===== config.mk =====
export PLATFORM = sky130hd
export DESIGN_NAME = letter_frequency_histogram_unit
export DESIGN_NICKNAME = d
export VERILOG_FILES = /design/src/hdl/lfh_pkg.sv /design/src/hdl/lfh_ctrl.sv /design/src/hdl/lfh_dp.sv /design/src/hdl/letter_frequency_histogram_unit.sv
export SDC_FILE = /design/constraint.sdc
export NUM_CORES = 1
export LEC_CHECK = 0
export ABC_AREA = 1
export BUFFER_PORTS_ARGS = -buffer_cell sky130_fd_sc_hd__buf_2
export CAP_MARGIN = 20
export CORE_ASPECT_RATIO = 0.75
export CORE_MARGIN = 2
export CORE_UTILIZATION = 50
export DETAILED_ROUTE_END_ITERATION = 10
export MAX_ROUTING_LAYER = met4
export PLACE_DENSITY = 0.69
export SYNTH_ARGS = -nofsm -noshare
export SYNTH_HDL_FRONTEND = slang
export SYNTH_SLANG_ARGS = --single-unit
export TNS_END_PERCENT = 30

===== constraint.sdc =====
create_clock -name i_clk -period 5.95 [get_ports i_clk]
set_clock_uncertainty 0.2 [all_clocks]
set_input_delay 1.19 -clock i_clk [delete_from_list [all_inputs] [get_ports i_clk]]
set_output_delay 1.19 -clock i_clk [all_outputs]
set_load 0.005 [all_outputs]

===== src/hdl/lfh_pkg.sv =====
`default_nettype none

package lfh_pkg;

    localparam int LETTER_COUNT   = 26;
    localparam int COUNT_BITS_DEF = 16;
    localparam int IDX_W          = 5;
    localparam int OUT_W          = 16;

    localparam logic [IDX_W-1:0] LAST_LETTER = IDX_W'(LETTER_COUNT - 1);

    localparam logic [7:0] CHAR_NUL     = 8'h00;
    localparam logic [7:0] CHAR_SPACE   = 8'h20;
    localparam logic [7:0] CHAR_UPPER_A = 8'h41;
    localparam logic [7:0] CHAR_UPPER_Z = 8'h5A;
    localparam logic [7:0] CHAR_LOWER_A = 8'h61;
    localparam logic [7:0] CHAR_LOWER_Z = 8'h7A;
    localparam logic [7:0] CASE_OFFSET  = 8'h20;

    typedef enum logic [0:0] {
        ST_COUNT,
        ST_READOUT
    } t_state;

    // Commands from the controller to the datapath.
    typedef struct packed {
        logic count_en;
        logic advance;
        logic finish;
    } t_cmd;

    // Status from the datapath to the controller.
    typedef struct packed {
        logic is_term;
        logic last_index;
    } t_status;

endpackage

`default_nettype wire


===== src/hdl/lfh_ctrl.sv =====
`default_nettype none

module lfh_ctrl (
    input  wire              i_clk,
    input  wire              i_rst_n,
    input  wire              i_in_valid,
    input  wire              i_out_ready,
    input  lfh_pkg::t_status i_status,
    output logic             o_in_ready,
    output logic             o_out_valid,
    output lfh_pkg::t_cmd    o_cmd
);
    import lfh_pkg::*;

    t_state r_state;
    t_state n_state;

    always_ff @(posedge i_clk) begin
        if (!i_rst_n) begin
            r_state <= ST_COUNT;
        end else begin
            r_state <= n_state;
        end
    end

    always_comb begin
        n_state = r_state;
        unique case (r_state)
            ST_COUNT: begin
                if (i_in_valid && i_status.is_term) begin
                    n_state = ST_READOUT;
                end
            end
            ST_READOUT: begin
                if (i_out_ready && i_status.last_index) begin
                    n_state = ST_COUNT;
                end
            end
            default: n_state = ST_COUNT;
        endcase
    end

    always_comb begin
        o_in_ready     = 1'b0;
        o_out_valid    = 1'b0;
        o_cmd.count_en = 1'b0;
        o_cmd.advance  = 1'b0;
        o_cmd.finish   = 1'b0;
        unique case (r_state)
            ST_COUNT: begin
                o_in_ready     = 1'b1;
                o_cmd.count_en = i_in_valid && !i_status.is_term;
            end
            ST_READOUT: begin
                o_out_valid   = 1'b1;
                o_cmd.advance = i_out_ready;
                o_cmd.finish  = i_out_ready && i_status.last_index;
            end
            default: begin
                o_in_ready = 1'b0;
            end
        endcase
    end

endmodule

`default_nettype wire


===== src/hdl/lfh_dp.sv =====
`default_nettype none

module lfh_dp #(
    parameter int COUNT_BITS = lfh_pkg::COUNT_BITS_DEF
) (
    input  wire                        i_clk,
    input  wire                        i_rst_n,
    input  wire  [7:0]                 i_byte_in,
    input  lfh_pkg::t_cmd              i_cmd,
    output lfh_pkg::t_status           o_status,
    output logic [lfh_pkg::IDX_W-1:0]  o_letter_index,
    output logic [lfh_pkg::OUT_W-1:0]  o_letter_count,
    output logic [lfh_pkg::OUT_W-1:0]  o_letters_total,
    output logic [lfh_pkg::OUT_W-1:0]  o_space_total,
    output logic [lfh_pkg::OUT_W-1:0]  o_other_total,
    output logic [lfh_pkg::IDX_W-1:0]  o_top_letter,
    output logic [lfh_pkg::OUT_W-1:0]  o_top_count,
    output logic                       o_final_entry
);
    import lfh_pkg::*;

    localparam logic [COUNT_BITS-1:0] CNT_MAX = '1;

    logic [COUNT_BITS-1:0] r_cnt [LETTER_COUNT];
    logic [COUNT_BITS-1:0] r_letter_sum;
    logic [COUNT_BITS-1:0] r_space_sum;
    logic [COUNT_BITS-1:0] r_other_sum;
    logic [COUNT_BITS-1:0] r_best_cnt;
    logic [IDX_W-1:0]      r_best;
    logic [IDX_W-1:0]      r_rd_idx;

    logic [7:0]            folded;
    logic [7:0]            offset;
    logic                  is_letter;
    logic                  is_space;
    logic [IDX_W-1:0]      wr_idx;
    logic [COUNT_BITS-1:0] cur_cnt;
    logic [COUNT_BITS-1:0] new_cnt;
    logic                  take_best;

    function automatic logic [COUNT_BITS-1:0] sat_inc(input logic [COUNT_BITS-1:0] v);
        return (v == CNT_MAX) ? v : v + 1'b1;
    endfunction

    function automatic logic [OUT_W-1:0] low_bits(input logic [COUNT_BITS-1:0] v);
        logic [31:0] w;
        w = 32'(v);
        return w[OUT_W-1:0];
    endfunction

    // Fold lower case onto upper case, then classify the byte.
    always_comb begin
        if (i_byte_in >= CHAR_LOWER_A && i_byte_in <= CHAR_LOWER_Z) begin
            folded = i_byte_in - CASE_OFFSET;
        end else begin
            folded = i_byte_in;
        end
        is_letter = (folded >= CHAR_UPPER_A) && (folded <= CHAR_UPPER_Z);
        is_space  = (i_byte_in == CHAR_SPACE);
        offset    = folded - CHAR_UPPER_A;
        wr_idx    = offset[IDX_W-1:0];
        cur_cnt   = r_cnt[wr_idx];
        new_cnt   = sat_inc(cur_cnt);
        take_best = (new_cnt > r_best_cnt) ||
                    ((new_cnt == r_best_cnt) && (wr_idx < r_best));
    end

    always_ff @(posedge i_clk) begin
        if (!i_rst_n) begin
            for (int i = 0; i < LETTER_COUNT; i++) begin
                r_cnt[i] <= '0;
            end
            r_letter_sum <= '0;
            r_space_sum  <= '0;
            r_other_sum  <= '0;
            r_best_cnt   <= '0;
            r_best       <= '0;
            r_rd_idx     <= '0;
        end else if (i_cmd.count_en) begin
            if (is_letter) begin
                r_cnt[wr_idx] <= new_cnt;
                r_letter_sum  <= sat_inc(r_letter_sum);
                if (take_best) begin
                    r_best     <= wr_idx;
                    r_best_cnt <= new_cnt;
                end
            end else if (is_space) begin
                r_space_sum <= sat_inc(r_space_sum);
            end else begin
                r_other_sum <= sat_inc(r_other_sum);
            end
        end else if (i_cmd.advance) begin
            // Each entry clears as it is read out; totals clear after the last one.
            r_cnt[r_rd_idx] <= '0;
            if (i_cmd.finish) begin
                r_letter_sum <= '0;
                r_space_sum  <= '0;
                r_other_sum  <= '0;
                r_best_cnt   <= '0;
                r_best       <= '0;
                r_rd_idx     <= '0;
            end else begin
                r_rd_idx <= r_rd_idx + 1'b1;
            end
        end
    end

    assign o_status.is_term    = (i_byte_in == CHAR_NUL);
    assign o_status.last_index = (r_rd_idx == LAST_LETTER);

    assign o_letter_index  = r_rd_idx;
    assign o_letter_count  = low_bits(r_cnt[r_rd_idx]);
    assign o_letters_total = low_bits(r_letter_sum);
    assign o_space_total   = low_bits(r_space_sum);
    assign o_other_total   = low_bits(r_other_sum);
    assign o_top_letter    = r_best;
    assign o_top_count     = low_bits(r_best_cnt);
    assign o_final_entry   = (r_rd_idx == LAST_LETTER);

endmodule

`default_nettype wire


===== src/hdl/letter_frequency_histogram_unit.sv =====
// Latency: a non-zero byte is counted in the cycle it is accepted; a zero byte is
// followed by its first result in the next cycle.
// Throughput: one byte per cycle while counting; the readout then gives 26 results,
// one per cycle when the consumer is ready, and no byte is taken until the last one.
// Reset: synchronous, active low, clears all counters, totals and the top letter.
`default_nettype none

module letter_frequency_histogram_unit #(
    parameter int COUNT_BITS = lfh_pkg::COUNT_BITS_DEF
) (
    input  wire                        i_clk,
    input  wire                        i_rst_n,
    input  wire                        i_in_valid,
    output logic                       o_in_ready,
    input  wire  [7:0]                 i_byte_in,
    output logic                       o_out_valid,
    input  wire                        i_out_ready,
    output logic [lfh_pkg::IDX_W-1:0]  o_letter_index,
    output logic [lfh_pkg::OUT_W-1:0]  o_letter_count,
    output logic [lfh_pkg::OUT_W-1:0]  o_letters_total,
    output logic [lfh_pkg::OUT_W-1:0]  o_space_total,
    output logic [lfh_pkg::OUT_W-1:0]  o_other_total,
    output logic [lfh_pkg::IDX_W-1:0]  o_top_letter,
    output logic [lfh_pkg::OUT_W-1:0]  o_top_count,
    output logic                       o_final_entry
);
    import lfh_pkg::*;

    // The controller owns both handshakes. While counting it takes one byte per
    // cycle and tells the datapath to update a counter; a zero byte switches it
    // to the readout, where each result taken by the consumer advances the
    // read index. The datapath keeps the 26 letter counters in flip-flops, so a
    // letter can repeat in consecutive cycles without any forwarding.
    t_cmd    cmd;
    t_status status;

    lfh_ctrl u_ctrl (
        .i_clk       (i_clk),
        .i_rst_n     (i_rst_n),
        .i_in_valid  (i_in_valid),
        .i_out_ready (i_out_ready),
        .i_status    (status),
        .o_in_ready  (o_in_ready),
        .o_out_valid (o_out_valid),
        .o_cmd       (cmd)
    );

    // The most frequent letter is tracked on every increment, so the readout
    // needs no search: each result simply presents the current entry with the
    // totals and the running maximum. The counters saturate at their top value.
    lfh_dp #(
        .COUNT_BITS (COUNT_BITS)
    ) u_dp (
        .i_clk           (i_clk),
        .i_rst_n         (i_rst_n),
        .i_byte_in       (i_byte_in),
        .i_cmd           (cmd),
        .o_status        (status),
        .o_letter_index  (o_letter_index),
        .o_letter_count  (o_letter_count),
        .o_letters_total (o_letters_total),
        .o_space_total   (o_space_total),
        .o_other_total   (o_other_total),
        .o_top_letter    (o_top_letter),
        .o_top_count     (o_top_count),
        .o_final_entry   (o_final_entry)
    );

endmodule

`default_nettype wire


==> results.toml <==
[status]
status = "complete, no violations"

[finish]
fin_util_pct = 55.6
nets = 3894
fillerInstances = 5819
final_cell_mix = "nand2_1 (809), nor2_1 (758), nand3_1 (559)"
area_delta_synth_final_pct = 9.50
final_common_cell = "nand2_1"
fin_area_mm2 = 0.0356
drive_above_1_share_pct = 10.4

[drt]
drtIter0Drc = 5631
vias_per_cell = 6.29
vias = 29968
drtAntennaViolNets = 0
drcViolationCount = 0
dr.pass1.iters = 6
wl_per_cell_um = 24.6
routed_wl_mm = 117

[yosys]
synthCells = 3877
ys_types = 46
syn-cell-area_mm2 = 0.0325
avgSynthCellArea_um2 = 8.38
ys_ff_latch = 592
ys_warn_count = 0
synth_nets = 3921
yosysSeqAreaShare_pct = 52.2

[power]
power_leakage_nw = 13.5
peakVddDrop_mv = 0.238
power.density_mw_per_mm2 = 284
total_power_w = 0.0101

[worst_hold_path]
min_path_type = "flop to flop"
whs_path_depth = 2

[place]
gp_congestion = 1.00
port_buffers = 104
detailedPlacementHpwl_mm = 73.6
dpl_cell_area_mm2 = 0.0336

[clocking]
clock_path_buffers = 3
cts.sinks = 592
cts_htree_levels = 2
path_clk_slew_ns = 0.06
cts_buffers = 61
cts_tree = "done"
cts-hold-fix-buffers = 0
clk_latency_ns = 0.66
ctsResizeCount = 0
post_cts_buffers = 0
root_buffer = "clkbuf_16"

[global_route]
overflow = 0
grt_pass1_wl_mm = 174
grt_max_degree = 149
grt_pass1_vias = 27576
grt_antenna_before_repair = 2
track_usage_pct = 35.3

[timing]
relSlewSlack_pct = 23.5
drv_slew = 0
rsz0062_at_grt = "no"
fin_crit_sh_pct = 92.6
min_period_ns = 5.51
final_hold_viol_count = 0
finalSetupViolCount = 0
hold_ws_ns = 0.284
worst_pin_slew_ns = 1.14
max_freq_mhz = 182
fin_tns_setup_ns = 0

[worst_setup_path]
critical_path_class = "input pin to flop"
cp_max_fo = 22
required_ns = 6.31
slowest_delay_ns = 0.31
critPathLaunchType = "input pin"
cp.arrival_ns = 5.87
cp_top_family = "simple AND/OR/NAND/NOR gates"
crit_buf_inv = 6
critPathCaptureType = "flop"
path_depth = 28
cpMaxStageDelayCell = "xor2_1"
cpMostUsedCell = "nand2_1"
rr_worst_depth = 23

[floorplan]
row_count = 80
core_mm2 = 0.0640
die-area_mm2 = 0.0671
initial_utilization_pct = 50.8
die_h_um = 225
die_w_um = 298
ios = 105

[flow_run]
maxCapViolCount = 0
[path summary, 6_finish.rpt]
path	endpoint	start	slack, ns
worst max-delay path	u_dp.o_top_count[6]	i_byte_in[1]	0.44
worst min-delay path	u_dp.o_top_count[11]	u_dp.o_top_count[11]	0.28
worst max register to register	u_dp.o_top_count[6]	u_dp.r_cnt[24][0]	1.58
worst min register to register	u_dp.o_top_count[11]	u_dp.o_top_count[11]	0.28
[synthesized netlist by cell type (all sizes together)]
cell	n	area [um^2]
a211oi	4	30.0
nor4	6	37.5
a21oi	65	325
a31oi	20	125
clkinv	1	3.75
a32oi	15	131
o221ai	107	937
buf	140	975
clkbuf	157	589
o211ai	2	15.0
xnor2	5	43.8
nor3	25	125
nor3b	3	22.5
o22ai	23	144
nand4	14	87.6
inv	132	500
dfxtp	80	1600
or2	3	18.8
o41ai	2	17.5
nand3b	3	22.5
and3	2	12.5
a22oi	2	15.0
o21a	4	30.0
nand2	840	3330
xor2	9	78.8
o31ai	1	12.5
o21ai	309	1560
edfxtp	512	15400
ha	32	400
a32o	1	10.0
nor2	791	3050
o21bai	1	7.51
nand3	566	2880
[state kept, by name, summed over array words and instances (netlist names), named ones only]
| signal | flops |
|---|---|
| u_dp.o_letter_index | 5 |
| u_dp.o_space_total | 16 |
| u_ctrl.r_state | 1 |
| u_dp.o_letters_total | 16 |
| u_dp.o_top_letter | 5 |
| u_dp.o_top_count | 16 |
| u_dp.o_other_total | 16 |
| u_dp.r_cnt | 512 |
[per-layer routing]
metal  GRT usage, %  part of all wire (%)  up-vias
li1               -                     -    13313
met1           49.4                    40    14097
met2           48.9                    42     2245
met3           9.45                    15      313
met4           13.3                   3.9        0
met5              -                     0        -
[metrics by stage]
stage,setup slack [ns],cells
final,0.442,4765
after CTS,0.630,4762
after global placement,0.0935,4647
after detailed placement,0.00581,4647
after floorplan,0.142,3877
after global routing,0.261,4765
[power breakdown]
group / total (W) / switching, W / internal (W)
clock network: 0.00393 / 0.00172 / 0.00222
logic: 0.00145 / 0.00111 / 0.000340
registers: 0.00472 / 0.0000682 / 0.00465
total: 0.0101 / 0.00290 / 0.00721
[area by class of cell]
| type | count | area, um^2 | area share, % |
|---|---|---|---|
| Multi-Input combinational cell | 2855 | 13500 | 37.9 |
| Clock inverter | 32 | 310 | 0.872 |
| Clock buffer | 83 | 1700 | 4.77 |
| Inverter | 133 | 519 | 1.46 |
| Tap cell | 861 | 1080 | 3.03 |
| Timing Repair Buffer | 207 | 1500 | 4.22 |
| Sequential cell | 592 | 17000 | 47.7 |
| Antenna cell | 2 | 5.00 | 0.0141 |
[kinds of logic (layout without fill, tap and decap cells)]
group / count (synthesis) / in the layout / synth area share [%]
xor+xnor: 14 / 14 / 0.377
simple gates: 2253 / 2253 / 29.5
compound gates: 556 / 556 / 10.3
buf+inv: 430 / 455 / 6.36
fa+ha+maj: 32 / 32 / 1.23
other cells: 0 / 2 / 0
flops: 592 / 592 / 52.2
[worst register-to-register path: cells and delay by family (launching register included)]
kind | cells | cell delay, ns
buffers and inverters | 2 | 0.31
and+or+nand+nor | 11 | 1.51
adders and majority gates | 2 | 0.54
DFF | 1 | 0.38
AOI/OAI and AO/OA | 7 | 1.01
xor gates and xnor gates | 1 | 0.31
(Power assumes the default switching activity.)
